--- config.mk ---
export PLATFORM = sky130hd
export DESIGN_NAME = cleavage_termini_counter_core
export DESIGN_NICKNAME = d
export VERILOG_FILES = /design/src/rtl/ctc_pkg.sv /design/src/rtl/cleavage_termini_counter_core.sv /design/src/rtl/ctc_step.sv /design/src/rtl/ctc_out.sv
export SDC_FILE = /design/constraint.sdc
export NUM_CORES = 1
export LEC_CHECK = 0
export BUFFER_PORTS_ARGS = -buffer_cell sky130_fd_sc_hd__buf_2
export CAP_MARGIN = 25
export CORE_AREA = 2 2 113 115
export CTS_CLUSTER_DIAMETER = 100
export DETAILED_ROUTE_END_ITERATION = 6
export DIE_AREA = 0 0 115 117
export PLACE_DENSITY = 0.75
export SLEW_MARGIN = 10
export SYNTH_ARGS = -nofsm -noshare
export SYNTH_HDL_FRONTEND = slang
export SYNTH_SLANG_ARGS = --single-unit
export TNS_END_PERCENT = 20
--- constraint.sdc ---
create_clock -name clock -period 5.64 [get_ports clock]
set_input_delay 0.564 -clock clock [delete_from_list [all_inputs] [get_ports clock]]
set_output_delay 0.564 -clock clock [all_outputs]
set_load 0.005 [all_outputs]
--- src/rtl/ctc_pkg.sv ---
package ctc_pkg;

   localparam int unsigned SET_W = 26;
   localparam int unsigned COUNT_W = 6;
   localparam int unsigned CHAR_W = 8;

   localparam logic [CHAR_W-1:0] TERMINUS_MARK = 8'h2D;
   localparam logic [CHAR_W-1:0] LETTER_BASE = 8'h41;
   localparam logic [CHAR_W-1:0] LETTER_COUNT = 8'd26;
   localparam logic [COUNT_W-1:0] COUNT_MAX = 6'd63;

   typedef enum logic [1:0] {
      CSR_BREAK_SET    = 2'd0,
      CSR_NO_BREAK_SET = 2'd1,
      CSR_CUT_AFTER    = 2'd2
   } csr_index_type;

   typedef struct packed {
      logic                last;
      logic [1:0]          tolerable_termini;
      logic [COUNT_W-1:0]  missed_cleavages;
   } result_type;

   function automatic logic in_set(input logic [SET_W-1:0] set_bits,
                                   input logic [CHAR_W-1:0] ch);
      logic [CHAR_W-1:0] n;
      logic hit;
      n = ch - LETTER_BASE;
      hit = 1'b0;
      if (ch >= LETTER_BASE && n < LETTER_COUNT) begin
         hit = set_bits[n[4:0]];
      end
      return hit;
   endfunction

   // site between left residue x and right residue y
   function automatic logic is_site(input logic [SET_W-1:0] break_bits,
                                    input logic [SET_W-1:0] no_break_bits,
                                    input logic cut_after,
                                    input logic [CHAR_W-1:0] x,
                                    input logic [CHAR_W-1:0] y);
      logic site;
      if (cut_after) begin
         site = in_set(break_bits, x) && !in_set(no_break_bits, y);
      end else begin
         site = in_set(break_bits, y) && !in_set(no_break_bits, x);
      end
      return site;
   endfunction

endpackage

--- src/rtl/cleavage_termini_counter_core.sv ---
// Peptide cleavage counter. Residues stream in one word per cycle on req_, with the
// flanking residues and first/last marks; one result word per peptide leaves on rsp_
// after its last residue, giving the tolerable termini (0..2) and the missed cleavage
// count (saturating at 63). Each residue is judged while it sits in the input register,
// and the prior-residue register and the counter are updated as it leaves; a result
// word enters the output register as its last residue leaves, then shows on rsp_. Throughput is
// one residue per cycle; only a result waiting in the output register with rsp_ready
// low stalls a further last residue. The csr_ port writes the cleavage set (index 0),
// the blocking set (index 1) and the cut-after flag (index 2); write only while no
// peptide is in flight.
module cleavage_termini_counter_core
   import ctc_pkg::*;
(
   input  logic                clock,
   input  logic                reset,

   input  logic                req_valid,
   output logic                req_ready,
   input  logic [7:0]          req_residue,
   input  logic [7:0]          req_prev_flank,
   input  logic [7:0]          req_next_flank,
   input  logic                req_first_of_peptide,
   input  logic                req_last_of_peptide,

   output logic                rsp_valid,
   input  logic                rsp_ready,
   output logic [1:0]          rsp_tolerable_termini,
   output logic [5:0]          rsp_missed_cleavages,

   input  logic                csr_valid,
   output logic                csr_ready,
   input  logic [1:0]          csr_index,
   input  logic [25:0]         csr_data
);

   logic              s1_valid_ff, s1_valid_in;
   logic [CHAR_W-1:0] s1_residue_ff, s1_prev_ff, s1_next_ff;
   logic              s1_first_ff, s1_last_ff;
   logic              s1_advance, out_free, accept, load;

   logic [SET_W-1:0]  break_set_ff, no_break_set_ff;
   logic              cut_after_ff;
   result_type        result;

   assign csr_ready = 1'b1;

   always_ff @(posedge clock) begin
      if (reset) begin
         break_set_ff <= '0;
         no_break_set_ff <= '0;
         cut_after_ff <= 1'b1;
      end else if (csr_valid) begin
         unique case (csr_index_type'(csr_index))
            CSR_BREAK_SET:    break_set_ff <= csr_data;
            CSR_NO_BREAK_SET: no_break_set_ff <= csr_data;
            CSR_CUT_AFTER:    cut_after_ff <= csr_data[0];
            default: ;
         endcase
      end
   end

   assign s1_advance = s1_valid_ff && (!s1_last_ff || out_free);
   assign req_ready = !s1_valid_ff || s1_advance;
   assign accept = req_valid && req_ready;
   assign load = s1_advance && s1_last_ff;

   always_comb begin
      s1_valid_in = s1_valid_ff;
      if (accept) begin
         s1_valid_in = 1'b1;
      end else if (s1_advance) begin
         s1_valid_in = 1'b0;
      end
   end

   always_ff @(posedge clock) begin
      if (reset) begin
         s1_valid_ff <= 1'b0;
      end else begin
         s1_valid_ff <= s1_valid_in;
      end
   end

   always_ff @(posedge clock) begin
      if (accept) begin
         s1_residue_ff <= req_residue;
         s1_prev_ff <= req_prev_flank;
         s1_next_ff <= req_next_flank;
         s1_first_ff <= req_first_of_peptide;
         s1_last_ff <= req_last_of_peptide;
      end
   end

   ctc_step u_step (
      .clock            (clock),
      .reset            (reset),
      .advance          (s1_advance),
      .residue          (s1_residue_ff),
      .prev_flank       (s1_prev_ff),
      .next_flank       (s1_next_ff),
      .first_of_peptide (s1_first_ff),
      .last_of_peptide  (s1_last_ff),
      .break_set        (break_set_ff),
      .no_break_set     (no_break_set_ff),
      .cut_after_break  (cut_after_ff),
      .result           (result)
   );

   ctc_out u_out (
      .clock                 (clock),
      .reset                 (reset),
      .load                  (load),
      .result                (result),
      .rsp_ready             (rsp_ready),
      .out_free              (out_free),
      .rsp_valid             (rsp_valid),
      .rsp_tolerable_termini (rsp_tolerable_termini),
      .rsp_missed_cleavages  (rsp_missed_cleavages)
   );

   a_last_waits: assert property (@(posedge clock) disable iff (reset)
      s1_valid_ff && s1_last_ff && !out_free |=> s1_valid_ff)
      else $error("last residue dropped while result word blocked");

endmodule

--- src/rtl/ctc_step.sv ---
module ctc_step
   import ctc_pkg::*;
(
   input  logic                clock,
   input  logic                reset,
   input  logic                advance,
   input  logic [CHAR_W-1:0]   residue,
   input  logic [CHAR_W-1:0]   prev_flank,
   input  logic [CHAR_W-1:0]   next_flank,
   input  logic                first_of_peptide,
   input  logic                last_of_peptide,
   input  logic [SET_W-1:0]    break_set,
   input  logic [SET_W-1:0]    no_break_set,
   input  logic                cut_after_break,
   output result_type          result
);

   logic [CHAR_W-1:0]  prior_residue_ff, prior_residue_in;
   logic [COUNT_W-1:0] missed_count_ff, missed_count_in;
   logic               nterm_ok_ff, nterm_ok_in;
   logic               site_inner, site_nterm, cterm_ok;

   always_comb begin
      site_inner = is_site(break_set, no_break_set, cut_after_break,
                           prior_residue_ff, residue);
      site_nterm = is_site(break_set, no_break_set, cut_after_break,
                           prev_flank, residue);
      cterm_ok = (next_flank == TERMINUS_MARK) ||
                 is_site(break_set, no_break_set, cut_after_break,
                         residue, next_flank);

      prior_residue_in = residue;
      if (first_of_peptide) begin
         missed_count_in = '0;
         nterm_ok_in = (prev_flank == TERMINUS_MARK) || site_nterm;
      end else begin
         nterm_ok_in = nterm_ok_ff;
         if (site_inner && missed_count_ff != COUNT_MAX) begin
            missed_count_in = missed_count_ff + 1'b1;
         end else begin
            missed_count_in = missed_count_ff;
         end
      end

      result.last = last_of_peptide;
      result.tolerable_termini = {1'b0, nterm_ok_in} + {1'b0, cterm_ok};
      result.missed_cleavages = missed_count_in;
   end

   always_ff @(posedge clock) begin
      if (reset) begin
         prior_residue_ff <= '0;
         missed_count_ff <= '0;
         nterm_ok_ff <= 1'b0;
      end else if (advance) begin
         prior_residue_ff <= prior_residue_in;
         missed_count_ff <= missed_count_in;
         nterm_ok_ff <= nterm_ok_in;
      end
   end

   a_count_monotonic: assert property (@(posedge clock) disable iff (reset)
      !reset && advance && !first_of_peptide |=> missed_count_ff >= $past(missed_count_ff))
      else $error("missed count went down inside a peptide");

   a_first_clears: assert property (@(posedge clock) disable iff (reset)
      !reset && advance && first_of_peptide |=> missed_count_ff == '0)
      else $error("missed count not cleared on first residue");

   a_termini_range: assert property (@(posedge clock) disable iff (reset)
      advance |-> result.tolerable_termini != 2'd3)
      else $error("tolerable termini out of range");

endmodule

--- src/rtl/ctc_out.sv ---
module ctc_out
   import ctc_pkg::*;
(
   input  logic                clock,
   input  logic                reset,
   input  logic                load,
   input  result_type          result,
   input  logic                rsp_ready,
   output logic                out_free,
   output logic                rsp_valid,
   output logic [1:0]          rsp_tolerable_termini,
   output logic [COUNT_W-1:0]  rsp_missed_cleavages
);

   logic               rsp_valid_ff, rsp_valid_in;
   logic [1:0]         termini_ff;
   logic [COUNT_W-1:0] missed_ff;

   assign out_free = !rsp_valid_ff || rsp_ready;

   always_comb begin
      rsp_valid_in = rsp_valid_ff;
      if (load) begin
         rsp_valid_in = 1'b1;
      end else if (rsp_ready) begin
         rsp_valid_in = 1'b0;
      end
   end

   always_ff @(posedge clock) begin
      if (reset) begin
         rsp_valid_ff <= 1'b0;
      end else begin
         rsp_valid_ff <= rsp_valid_in;
      end
   end

   always_ff @(posedge clock) begin
      if (load) begin
         termini_ff <= result.tolerable_termini;
         missed_ff <= result.missed_cleavages;
      end
   end

   assign rsp_valid = rsp_valid_ff;
   assign rsp_tolerable_termini = termini_ff;
   assign rsp_missed_cleavages = missed_ff;

   a_no_overwrite: assert property (@(posedge clock) disable iff (reset)
      load |-> out_free)
      else $error("result word overwritten before it was taken");

   a_load_only_last: assert property (@(posedge clock) disable iff (reset)
      load |-> result.last)
      else $error("result loaded for a residue that is not last");

endmodule

# --- Word-level counts from Yosys, hierarchy flattened ---
# Index checks and enable logic that the tools add are counted.
totals:
  regBits: 104
  input_bits: 59
  out_inout_bits: 11
  elab_cells: 115
classes:
  n_addsub: 6
  n_lt_le_gt_ge: 12
  n_eq_ne: 5
  muxes: 44
  n_reduce_logical: 33
op_table:
  columns: ["cell", "n"]
  rows:
  - ["binary-select mux 1 bit (select 5 bit)", 8]
  - ["2-to-1 mux 1 bit", 34]
  - ["greater-or-equal comparator 8 x 7 -> 1 bit (second input constant)", 4]
  - ["less-than comparator 8 x 5 -> 1 bit (second input constant)", 4]
  - ["subtractor 8 x 7 -> 8 bit (second input constant)", 4]
  - ["less-than comparator 5 x 6 -> 1 bit (second input constant)", 4]
  - ["== test 8 x 6 -> 1 bit (second input constant)", 2]
  - ["logical AND 1 bit", 14]
  - ["2-to-1 mux 6 bit", 2]
  - ["logical NOT 1 bit", 8]
  - ["adder 6 x 1 -> 6 bit (second input constant)", 1]
  - ["!= test 6 bit (second input constant)", 1]
  - ["AND reduction 2 bit", 3]
  - ["logical OR 1 bit", 5]
  - ["nonzero test 2 bit", 2]
  - ["adder 1 x 1 -> 2 bit", 1]
  - ["== test 2 x 1 -> 1 bit (second input constant)", 1]
  - ["== test 2 bit (second input constant)", 1]
  - ["logical NOT 2 bit", 1]

# --- Depth between registers and ports, before layout ---
# Gate-level depths: netlist of run 1.
logic_depth:
  ltp_word: 11
  depth_mapped: 17
  mapped_depth_nobuf: 11

# --- Cells and area by module ---
# Synthesis of run 1 repeated with hierarchy kept, for this count alone.
hier_totals:
  hier_cells: 612
  hier_area_um2: 6784.0
modules_own_cells:
  columns: ["module", "instances", "cells_each", "area_per_inst_um2", "seq_area_each_um2"]
  rows:
  - ["ctc_step", 1, 358, 3434.5, 300.3]
  - ["cleavage_termini_counter_core", 1, 242, 3062.9, 1861.8]
  - ["ctc_out", 1, 12, 286.5, 260.2]

# --- Worst setup path after synthesis of run 1 ---
# OpenSTA, ideal clock, no wires.
synth_timing:
  kind: "reg2reg"
  startpoint: "reg u_step.prior_residue_ff[0]"
  endpoint: "reg u_step.missed_count_ff[1]"
  setup_time_ps: 74
  arrival_ps: 3889
  t_required_ps: 5566
  path_slack_ps: 1677
  stages_incl_launch_ff: 17
  n_path_buf: 6
  synth_period_minus_slack_ps: 3963
  path_cell_list: "dfxtp_1 > buf_2 > buf_2 > buf_2 > inv_1 > ha_1 > buf_2 > buf_1 > mux2i_1 > a22oi_1 > and3_1 > nor4_1 > a211oi_1 > o32a_1 > buf_6 > or4b_1 > a31oi_1"
synth_via:
  elab_chain_cells: 11
  elab_cells_between_ends: 19
  cone_classes: "1 x add/sub; 2 x order compare; 11 x mux; 5 x reduce/logical"
synth_rtl:
  columns: ["item", "line", "rtl"]
  rows:
  - ["from (decl)", "ctc_step.sv:18", "logic [CHAR_W-1:0] prior_residue_ff, prior_residue_in;"]
  - ["from (signal assigned)", "ctc_step.sv:56", "prior_residue_ff <= prior_residue_in;"]
  - ["subtractor 8 x 7 -> 8 bit", "ctc_pkg.sv:28", "n = ch - LETTER_BASE;"]
  - ["binary-select mux 1 bit (select 5 bit) or less-than comparator 8 x 5 -> 1 bit (tied branches)", "ctc_pkg.sv:31, ctc_pkg.sv:30", null]
  - ["2-to-1 mux 1 bit (not written as such) or logical AND 1 bit (tied branches)", "ctc_pkg.sv:31, ctc_pkg.sv:30", null]
  - ["2-to-1 mux 1 bit", "ctc_pkg.sv:30", "if (ch >= LETTER_BASE && n < LETTER_COUNT) begin"]
  - ["2-to-1 mux 1 bit", "ctc_pkg.sv:43", "if (cut_after) begin"]
  - ["logical NOT 1 bit", "ctc_pkg.sv:46", "site = in_set(break_bits, y) && !in_set(no_break_bits, x);"]
  - ["logical AND 1 bit", "ctc_pkg.sv:46", null]
  - ["2-to-1 mux 1 bit *", "ctc_pkg.sv:43", null]
  - ["logical AND 1 bit *", "ctc_step.sv:38", "if (site_inner && missed_count_ff != COUNT_MAX) begin"]
  - ["2-to-1 mux 6 bit *", "ctc_step.sv:38", null]
  - ["2-to-1 mux 6 bit *", "ctc_step.sv:33", "if (first_of_peptide) begin"]
  - ["to (signal assigned)", "ctc_step.sv:57", "missed_count_ff <= missed_count_in;"]
  - ["to (decl)", "ctc_step.sv:19", "logic [COUNT_W-1:0] missed_count_ff, missed_count_in;"]
# Mark *: on every way between the ends. The rest lies on a longest branch, timed or not. The select of a mux whose other input is x is not followed.
# A chain may end at the register's enable or synchronous reset.

# --- Worst setup path in the final report of run 1 ---
layout_timing:
  startpoint: "reg s1_residue_ff[0]"
  endpoint: "reg u_step.missed_count_ff[1]"
layout_via:
  elab_chain_cells: 11
  elab_cells_between_ends: 19
  cone_classes: "1 x add/sub; 2 x order compare; 11 x mux; 5 x reduce/logical"
layout_rtl:
  columns: ["item", "line", "rtl"]
  rows:
  - ["from (decl)", "cleavage_termini_counter_core.sv:37", "logic [CHAR_W-1:0] s1_residue_ff, s1_prev_ff, s1_next_ff;"]
  - ["from (signal assigned)", "cleavage_termini_counter_core.sv:86", "s1_residue_ff <= req_residue;"]
  - ["subtractor 8 x 7 -> 8 bit", "ctc_pkg.sv:28", null]
  - ["binary-select mux 1 bit (select 5 bit) or less-than comparator 8 x 5 -> 1 bit (tied branches)", "ctc_pkg.sv:31, ctc_pkg.sv:30", null]
  - ["2-to-1 mux 1 bit (not written as such) or logical AND 1 bit (tied branches)", "ctc_pkg.sv:31, ctc_pkg.sv:30", null]
  - ["2-to-1 mux 1 bit", "ctc_pkg.sv:30", null]
  - ["2-to-1 mux 1 bit", "ctc_pkg.sv:43", null]
  - ["logical NOT 1 bit", "ctc_pkg.sv:44", "site = in_set(break_bits, x) && !in_set(no_break_bits, y);"]
  - ["logical AND 1 bit", "ctc_pkg.sv:44", null]
  - ["2-to-1 mux 1 bit *", "ctc_pkg.sv:43", null]
  - ["logical AND 1 bit *", "ctc_step.sv:38", null]
  - ["2-to-1 mux 6 bit *", "ctc_step.sv:38", null]
  - ["2-to-1 mux 6 bit *", "ctc_step.sv:33", null]
# Marked as above.

==> results of run 1 <==
[path summary, 6_finish.rpt]
kind,from,to,depth (start not counted)
max,s1_residue_ff[0]$_DFFE_PP_,u_step.missed_count_ff[1]$_SDFFE_PP0P_,11
min,req_prev_flank[2],s1_prev_ff[2]$_DFFE_PP_,1
max reg2reg,s1_residue_ff[0]$_DFFE_PP_,u_step.missed_count_ff[1]$_SDFFE_PP0P_,11
min reg2reg,u_step.prior_residue_ff[6]$_SDFFE_PP0P_,u_step.prior_residue_ff[6]$_SDFFE_PP0P_,2
[layout make-up]
class / instances / area (sq um)
fill: 1069 / 4890
clock inverter: 7 / 70.1
timing repair buffer: 78 / 443
tap: 150 / 188
multi-input combinational: 552 / 3990
clock buffer: 9 / 225
inverter: 22 / 82.6
sequential: 104 / 2420
[per-stage QoR]
step / power (mW) / instance area [sq um] / hold slack, ns / utilization
after floorplan: 1.05 / 6730 / 0.449 / -
after global placement: 1.13 / 7090 / 0.468 / 0.576
after detailed placement: 1.14 / 7090 / 0.467 / 0.576
after CTS: 1.76 / 7380 / 0.370 / 0.600
after global routing: 1.83 / 7420 / 0.369 / 0.603
final: 1.76 / 7420 / 0.373 / 0.603
[flip-flops by register name, indices dropped and copies added (netlist names)]
register / flops
u_step.nterm_ok_ff: 1
u_out.rsp_valid: 1
s1_last_ff: 1
s1_prev_ff: 8
no_break_set_ff: 26
s1_residue_ff: 8
cut_after_ff: 1
s1_next_ff: 8
u_out.rsp_tolerable_termini: 2
s1_valid_ff: 1
u_out.rsp_missed_cleavages: 6
break_set_ff: 26
u_step.prior_residue_ff: 8
u_step.missed_count_ff: 6
s1_first_ff: 1
[layer usage]
layer | vias up | wire length, microns
li1 | 2794 | -
met1 | 2902 | 7500
met2 | 276 | 8710
met3 | 31 | 1390
met4 | 0 | 425
met5 | - | 0
[kinds of logic after synthesis]
logic type      Yosys count  share of synthesized area
buf+inv                  78                     0.0480
fa+ha+maj                 8                     0.0149
compound gates          177                      0.160
xor+xnor                 10                     0.0130
simple gates            272                      0.196
flops                   104                      0.360
mux                      84                      0.208
other cells               1                   0.000557
[power groups by stage]
stage,sequential [mW],clock (mW),combinational [mW]
6_report,0.846,0.633,0.282
5_1_grt,0.850,0.670,0.307
4_1_cts,0.847,0.636,0.274
3_5_place_dp,0.864,0,0.272
3_3_place_gp,0.862,0,0.266
2_1_floorplan,0.838,0,0.214
[cells in the final DEF, fill, tap and decap left out, drive strengths merged, types with 3 or more instances in the layout]
master and instances:
a2111oi 3, a211oi 8, a21oi 90, a22oi 4
a31oi 9, a32o 3, and2 3, and3 7
buf 78, clkbuf 9, clkinv 4, dfxtp 70
edfxtp 34, ha 8, inv 23, mux2 5
mux2i 35, mux4 44, nand2 139, nand2b 6
nand3 16, nand3b 5, nand4 6, nor2 26
nor2b 15, nor3 12, nor3b 6, nor4 9
nor4bb 3, o2111ai 3, o211ai 8, o21a 5
o21ai 22, or3 4, or4 6, xnor2 5
xor2 5
[critical path: stages, from the launching register on]
cell and delay (ns):
edfxtp_1 0.33, buf_4 0.26, inv_1 0.13, ha_1 0.67, clkinv_1 0.46, mux4_2 0.55, mux2_2 0.28, o21bai_1 0.17
a41o_1 0.25, o32a_1 0.44, or4b_1 0.58, a31oi_1 0.16
==> out/results.ini, run 1 <==
[logic_synthesis]
ys_warn_count=0
yosysTopAreaCell=dfxtp_1
synth_edf_count=34
synth.distinct_cells=64
synth_area_leaders=dfxtp_1 (21%), edfxtp_1 (15%), mux4_2 (15%)
async_flop_share=0
syn_area_sq_mm=0.00673
netlist_instances=734
synth_flop_cell=dfxtp_1
yosysTopAreaCellShare=0.208
synth-seq-cells=104
yosysMostFrequentCell=nand2_1
avgSynthCellArea_sq_um=9.17
yosys-top-cells-count=nand2_1 (139), a21oi_1 (90), dfxtp_1 (70)
ys_seq_area_frac=0.360
syn-num-nets=801

[outcome]
status=complete, no violations

[clock_tree]
cts_tree=built
cts_buffers=9
ctsResizeCount=0
post_cts_buffers=0
clockBufferDepth=2
h-tree-depth=3
clkLatencyLatePin_ns=0.36
cts-root-buf=clkbuf_16
clkTransAtPathRegs_ns=0.07
postCtsHoldBufs=0
clkSinkCount=104

[route]
wl_per_cell_microns=19.5
drc=0
drt_iter0_markers=639
antenna_left=0
drt-total-wl_microns=18000
dr_total_vias=6003
firstDrtPassIters=6
vias_per_cell=6.51

[global_routing]
antenna_found_initial=0
busiest_layer=met2
grtUsageMet2=0.441
grt_max_degree=71
gr-usage-all-layers=0.273
gr-total-overflow=0
grt_pass1_vias=5607
grtUsageMet3=0.0587
grt_pass1_wl_microns=28500
grtUsageMet1=0.365

[floorplan]
io_pins=70
rows=41
die_w_microns=115
fp.dieH_microns=117
die-area_sq_mm=0.0135
start_util=0.546
core-area_sq_mm=0.0123

[pwr]
internal_power_mw=1.27
pwr-share-clk=0.359
combPwrFrac=0.160
p_leak_nw=2.63
ir_drop_uv=157
p_sw_uw=488
seqPwrFrac=0.481
power_switching_share=0.277
pwr_density_cell_mw_per_mm2=237

[sta]
rsz0062_at_grt=false
finalClockSkew_ns=0.00752
fin_ws_ns=1.29
final.setup.tns_ns=0
min_period_ns=4.35
setup_violations=0
maxSlewViolCount=0
post-route-period-util=0.771
worst_pin_slew_ns=0.961
relSlewSlack=0.359
hold_viol_final=0
fmax_ghz=0.230

[worst_setup_path]
cp.arrival_ns=4.64
end_kind=flop
crit_path_start_kind=flop
r2r_slack_ns=1.29
cp_data_required_time_ns=5.93
worst-setup-path-type=reg2reg
critPathMaxFanout=19

[finish]
area_delta_synth_final_pct=10.4
finalNetCount=834
antenna_cells=0
final_layout_size_suffix_gt1_frac=0.193
stdcell_count=922

[worst_hold_path]
holdCritPathClass=in2reg

[place]
place_hpwl_microns=13200
portBuffers=68
gp_congestion=0.912
place_inst=904
dpl_worst_slack_ns=1.31

[job]
maxCapViolCount=0

Power figures use the tool's default switching activity.
==> run 2: changes to the inputs <==
ABC_AREA = 1   (was not set)
PLACE_DENSITY = 0.76   (was 0.75)
clock period = 3.85 ns   (was 5.64 ns; I/O delays follow)
==> run 2 against run 1 <==
  * Die area did not move
  * Worst hold slack lost 0.17 ns
  * Core utilization fell by 1.6 points
  * Count of clock-buffer cells in the layout unchanged
  * Clock power is 60% higher
  * Critical path depth is 4 higher
  * Clock skew increased by 0.0031 ns
  * Total power is 63% higher
  * Highest routed layer unchanged
==> out/results.ini, run 2 <==
[worst_setup_path]
startpoint=s1_prev_ff[0]$_DFFE_PP_
crit_path_start_kind=flop
critPathMaxFanout=26  ; +7
timing.rr.end=u_out.rsp_tolerable_termini[0]$_DFFE_PP_
end_kind=flop
worst-setup-path-type=reg2reg
r2r_slack_ns=0.80  ; -0.49 ns
cp.arrival_ns=3.15  ; -1.49 ns
cp_data_required_time_ns=3.95  ; -1.98 ns
rr_startpoint=s1_prev_ff[0]$_DFFE_PP_
reg2regPathDepth=15  ; +4
endpoint=u_out.rsp_tolerable_termini[0]$_DFFE_PP_

[clock_tree]
h-tree-depth=3  ; unchanged
clockBufferDepth=2  ; unchanged
post_cts_buffers=0  ; unchanged
ctsResizeCount=0  ; unchanged
postCtsHoldBufs=0  ; unchanged
clkSinkCount=104  ; unchanged
clkTransAtPathRegs_ns=0.07  ; about the same
cts-root-buf=clkbuf_16
clkLatencyLatePin_ns=0.36  ; about the same
cts_tree=built
cts_buffers=9  ; unchanged

[outcome]
status=complete, no violations

[route]
drt_iter0_markers=698  ; +9.2%
wl_per_cell_microns=16.4  ; -16%
top_layer_used=met4
antenna_left=0  ; unchanged
dr_total_vias=6686  ; +11%
vias_per_cell=5.77  ; -11%
wl_met2_microns=8600  ; -1.3%
drt-total-wl_microns=19000  ; +5.4%
firstDrtPassIters=5  ; -1
wl_met3_microns=1920  ; +39%
drc=0  ; unchanged
drt-met1-wl_microns=7770  ; +3.6%

[sta]
finalClockSkew_ns=0.0106  ; +0.00308 ns
relSlewSlack=0.437  ; +0.0775
min_period_ns=3.05  ; -1.30 ns
whs_ns=0.202  ; -0.171 ns
rsz0062_at_grt=false
maxSlewViolCount=0  ; unchanged
setup_violations=0  ; unchanged
fin_ws_ns=0.804  ; -0.486 ns
final.setup.tns_ns=0  ; unchanged
post-route-period-util=0.791  ; +0.0199
fmax_ghz=0.328  ; +43%
worst_pin_slew_ns=0.843  ; -0.119 ns
hold_viol_final=0  ; unchanged

[logic_synthesis]
synth.area.mux_share=0  ; -0.208
synth-seq-cells=104  ; unchanged
synth_xor_area_frac=0.0161  ; +0.00311
yosys-top-cells-count=nand2_1 (218), nand3_1 (115), o21ai_0 (110)
ys_warn_count=0  ; unchanged
synth_flop_cell=dfxtp_1
syn_area_sq_mm=0.00652  ; -3.1%
synth_area_leaders=dfxtp_1 (22%), edfxtp_1 (16%), nand2_1 (13%)
syn-num-nets=1029  ; +28%
yosys.area_share.simple=0.310  ; +0.114
ys_seq_area_frac=0.372  ; +0.0117
avgSynthCellArea_sq_um=6.77  ; -26%
async_flop_share=0  ; unchanged
yosysMostFrequentCell=nand2_1
synth_top_family_by_area=simple AND/OR/NAND/NOR gates
netlist_instances=962  ; +31%
synth_edf_count=34  ; unchanged
synth_compound_gate_area_share=0.187  ; +0.0273
yosysTopAreaCellShare=0.215  ; +0.00676
yosys.area_share.adder=0.0154  ; +0.000483
yosysTopAreaCell=dfxtp_1
synth.distinct_cells=49  ; -23%

[floorplan]
fp.dieH_microns=117  ; unchanged
die-area_sq_mm=0.0135  ; unchanged
core-area_sq_mm=0.0123  ; unchanged
die_w_microns=115  ; unchanged
start_util=0.529  ; -0.0172
rows=41  ; unchanged
io_pins=70  ; unchanged

[pwr]
pwr_density_cell_mw_per_mm2=397  ; +67%
ir_drop_uv=324  ; +110%
p_leak_nw=3.11  ; +18%

[finish]
largestRegisters=break_set_ff x26, no_break_set_ff x26
mostFrequentLayoutCells=nand2_1 (218), nand3_1 (115), o21ai_0 (110)
finalNetCount=1070  ; +28%
stdcell_count=1158  ; +26%
final_common_cell=nand2_1
final_layout_size_suffix_gt1_frac=0.135  ; -0.0581
antenna_cells=0  ; unchanged
area_delta_synth_final_pct=10.8

[place]
gp_congestion=1.01  ; +11%
place_hpwl_microns=13900  ; +5.5%
place_inst=1141  ; +26%
portBuffers=68  ; unchanged
dpl_worst_slack_ns=0.818  ; -0.491 ns

[global_routing]
gr-usage-all-layers=0.290  ; +0.0172
gr-total-overflow=0  ; unchanged
grt_pass1_wl_microns=30500  ; +7.0%
antenna_found_initial=0  ; unchanged
grt_pass1_vias=6058  ; +8.0%
grt_max_degree=46  ; -35%

[worst_hold_path]
holdCritPathClass=in2reg

[job]
maxCapViolCount=0  ; unchanged

## run 2: kinds of logic after synthesis
| family | count (synthesis) |
|---|---|
| compound gates | 228 |
| fa+ha+maj | 8 |
| xor+xnor | 12 |
| simple gates | 459 |
| other cells | 1 |
| flops | 104 |
| buf+inv | 150 |
## run 2: cell type report
type                       instances  area [sq um]
inverter                          99           379
timing repair buffer              81           458
tap                              150           188
fill                            1221          5090
multi-input combinational        708          3450
sequential                       104          2420
clock inverter                     7           103
clock buffer                       9           225
## run 2: worst min-delay path by stage
stage | from | end | slack (ns) | depth (start not counted)
after global placement | u_step.prior_residue_ff[6]$_SDFFE_PP0P_ | u_step.prior_residue_ff[6]$_SDFFE_PP0P_ | 0.47 | 2
after floorplan | u_step.prior_residue_ff[6]$_SDFFE_PP0P_ | u_step.prior_residue_ff[6]$_SDFFE_PP0P_ | 0.44 | 2
final | req_residue[6] | s1_residue_ff[6]$_DFFE_PP_ | 0.20 | 1
after CTS | req_last_of_peptide | s1_last_ff$_DFFE_PP_ | 0.20 | 1
after global routing | req_residue[7] | s1_residue_ff[7]$_DFFE_PP_ | 0.20 | 1
after detailed placement | u_step.prior_residue_ff[6]$_SDFFE_PP0P_ | u_step.prior_residue_ff[6]$_SDFFE_PP0P_ | 0.47 | 2
## run 2: critical path, cell delays in order (launching register included)
cell      delay, ns
edfxtp_1       0.42
inv_2          0.34
ha_1           0.61
inv_1          0.27
a21oi_1        0.18
o21ai_0        0.10
o211ai_1       0.09
nand3_1        0.11
nand2_1        0.08
nand2_1        0.05
nand3_1        0.08
nand3_1        0.07
nand3_1        0.07
nand2_1        0.06
inv_1          0.05
ha_1           0.21
## run 2: per-stage QoR
stage / util / area [sq um] / power, mW
final: 0.587 / 7220 / 2.87
after global routing: 0.587 / 7220 / 3.00
after floorplan: - / 6520 / 1.70
after CTS: 0.584 / 7200 / 2.86
after detailed placement: 0.558 / 6870 / 1.87
after global placement: 0.558 / 6870 / 1.86
## run 2: routing by layer
metal	GRT usage	up-vias
met3	0.0592	62
met2	0.465	322
met1	0.383	2995
met4	0.123	0
met5	0	-
li1	-	3307
## run 2: where the power goes
group / internal, mW / switching (mW) / total (mW)
clock: 0.579 / 0.426 / 1.01
combinational: 0.210 / 0.384 / 0.594
sequential: 1.19 / 0.0740 / 1.27
total: 1.98 / 0.884 / 2.87
==> run 3: changes to the inputs <==
ABC_AREA = 0   (was 1)
CORE_AREA = 2 2 115 117   (was 2 2 113 115)
DIE_AREA = 0 0 117 119   (was 0 0 115 117)
clock period = 2.47 ns   (was 3.85 ns; I/O delays follow)
==> run 3 against run 2 <==
  * The run now ends with design-rule violations, negative setup slack left
  * Critical path depth shrank 3
  * Total power grew 46%
  * Register-to-register slack lost 1.5 ns
  * Maximum frequency shrank 2.8%
  * Cell count shrank 7.7%
  * Final area grew 18%
  * Largest power group unchanged
  * Highest routed layer unchanged
==> out/results.ini, run 3 (synthesized netlist as in run 1, its figures left out) <==
[place]
place_hpwl_microns=15100  ; +8.9%
place_inst=1051  ; -7.9%
portBuffers=68  ; unchanged
gp_congestion=1.05  ; +4.0%

[worst_hold_path]
min_path_cells=1  ; unchanged
hold_end=s1_next_ff[0]$_DFFE_PP_
min-delay-start=req_next_flank[0]
holdCritPathClass=in2reg

[clock_tree]
cts_tree=built
h-tree-depth=3  ; unchanged
cts_buffers=9  ; unchanged
clkTransAtPathRegs_ns=0.07  ; about the same
clkSinkCount=104  ; unchanged
cts-root-buf=clkbuf_16
clockBufferDepth=2  ; unchanged
clkLatencyLatePin_ns=0.36  ; about the same

[worst_setup_path]
critPathMaxFanout=7  ; -73%
reg2regPathDepth=12  ; -3
end_kind=flop
r2r_slack_ns=-0.66  ; -1.47 ns
worst-setup-path-type=reg2reg
timing.rr.end=u_out.rsp_tolerable_termini[0]$_DFFE_PP_
crit_path_start_kind=flop
cp.arrival_ns=3.25  ; +0.10 ns
rr_startpoint=s1_residue_ff[1]$_DFFE_PP_
cp_data_required_time_ns=2.59  ; -1.36 ns

[job]
maxCapViolCount=0  ; unchanged

[pwr]
pwr_density_cell_mw_per_mm2=491  ; +24%
power.total_mw=4.18  ; +46%
p_leak_nw=3.26  ; +4.9%
ir_drop_uv=362  ; +12%

[finish]
largestRegisters=break_set_ff x26, no_break_set_ff x26
final_layout_size_suffix_gt1_frac=0.328  ; +0.193
finalNetCount=955  ; -11%
mostFrequentLayoutCells=nand2_1 (139), buf_4 (128), a21oi_1 (88)
stdcell_count=1069  ; -7.7%
area_delta_synth_final_pct=26.6
fillCellCount=1002  ; -18%
regArea_sq_mm=0.00242  ; about the same
final_common_cell=nand2_1
multiInputGateArea_sq_mm=0.00414  ; +20%
antenna_cells=0  ; unchanged

[outcome]
status=finished with violations
violations=design-rule violations, negative setup slack

[sta]
fin_ws_ns=-0.664  ; -1.47 ns
rsz0062_at_grt=true
relSlewSlack=0.543  ; +0.106
maxSlewViolCount=0  ; unchanged
fmax_ghz=0.319  ; -2.8%
post-route-period-util=1.27  ; +0.477
worst_pin_slew_ns=0.685  ; -0.157 ns
finalClockSkew_ns=0.0121  ; +0.00155 ns
min_period_ns=3.13  ; +0.0875 ns
hold_viol_final=0  ; unchanged
setup_violations=15  ; +15

[global_routing]
grtUsageMet2=0.480  ; +0.0158
antenna_found_initial=0  ; unchanged
busiest_layer=met2
grt_pass1_wl_microns=32000  ; +4.9%
grtUsageMet3=0.0580  ; -0.00120
gr-usage-all-layers=0.296  ; +0.00622
grtUsageMet1=0.385  ; +0.00189
grt_max_degree=33  ; -28%
gr-total-overflow=0  ; unchanged
grt_pass1_vias=6342  ; +4.7%

[floorplan]
io_pins=70  ; unchanged
core-area_sq_mm=0.0129  ; +4.6%
start_util=0.523  ; -0.00672
rows=42  ; +2.4%
die_w_microns=117  ; +1.7%
fp.dieH_microns=119  ; +1.7%
die-area_sq_mm=0.0139  ; +3.5%

[route]
wl_per_cell_microns=18.6  ; +13%
firstDrtPassIters=7  ; +2
drc=1  ; +1
drt_iter0_markers=653  ; -6.4%
antenna_left=0  ; unchanged
drt-total-wl_microns=19900  ; +4.7%
vias_per_cell=6.17  ; +6.9%
dr_total_vias=6601  ; -1.3%

run 3: report_power, final:
group | switching [mW] | total [mW] | leakage (nW) | internal, mW
registers | 0.0660 | 1.90 | 0.903 | 1.83
logic | 0.451 | 0.887 | 2.22 | 0.435
clock network | 0.648 | 1.40 | 0.139 | 0.749
total | 1.17 | 4.18 | 3.26 | 3.02
run 3: per-stage QoR:
stage          setup slack, ns  TNS, ns  hold slack, ns  area [sq um]  utilization
2_1_floorplan           -0.715    -9.10           0.346          6850            -
3_3_place_gp            -0.713    -9.42           0.423          8120        0.631
3_5_place_dp            -0.785    -9.86           0.425          8120        0.631
4_1_cts                 -0.664    -7.99          0.0540          8460        0.657
5_1_grt                 -0.790    -9.58          0.0558          8520        0.662
6_report                -0.664    -7.46          0.0581          8520        0.662
run 3: how the worst max path moves through the flow:
stage                                            startpoint                                  endpoint  slack, ns  depth (start not counted)
floorplan           u_step.prior_residue_ff[0]$_SDFFE_PP0P_    u_step.missed_count_ff[1]$_SDFFE_PP0P_      -0.72                         16
global placement                 s1_residue_ff[0]$_DFFE_PP_    u_step.missed_count_ff[1]$_SDFFE_PP0P_      -0.71                         10
detailed placement               s1_residue_ff[1]$_DFFE_PP_    u_step.missed_count_ff[1]$_SDFFE_PP0P_      -0.78                         10
CTS                              s1_residue_ff[1]$_DFFE_PP_    u_step.missed_count_ff[1]$_SDFFE_PP0P_      -0.66                         10
global route                     s1_residue_ff[1]$_DFFE_PP_  u_out.rsp_tolerable_termini[0]$_DFFE_PP_      -0.79                         11
finish                           s1_residue_ff[1]$_DFFE_PP_  u_out.rsp_tolerable_termini[0]$_DFFE_PP_      -0.66                         12
run 3: what timing repair did:
item | 4_1_cts | 5_1_grt
pin swaps | 3 | 1
endpoints found under the setup margin | 15 | 15
resized for setup | 10 | 8
hold buffers | 0 | 0
buffers inserted | 2 | 0
run 3: worst max-delay path: stages, from the launching register on:
cell       delay [ns]
edfxtp_1         0.37
inv_2            0.06
ha_4             0.32
buf_4            0.19
mux4_2           0.31
mux2i_1          0.25
o21a_1           0.21
a221oi_4         0.05
o2111ai_2        0.13
a21oi_1          0.08
or4_1            0.54
o21a_1           0.16
ha_4             0.23
run 3: per-layer routing:
| layer | vias up | routed length (microns) |
|---|---|---|
| met5 | - | 0 |
| met4 | 0 | 678 |
| met3 | 54 | 1670 |
| met2 | 354 | 9820 |
| met1 | 3157 | 7730 |
| li1 | 3036 | - |
run 3: final cells by class:
type | instances | area share
Clock buffer | 12 | 0.0304
Inverter | 22 | 0.0106
Multi-Input combinational cell | 552 | 0.486
Tap cell | 176 | 0.0258
Clock inverter | 4 | 0.00294
Sequential cell | 104 | 0.284
Timing Repair Buffer | 199 | 0.160
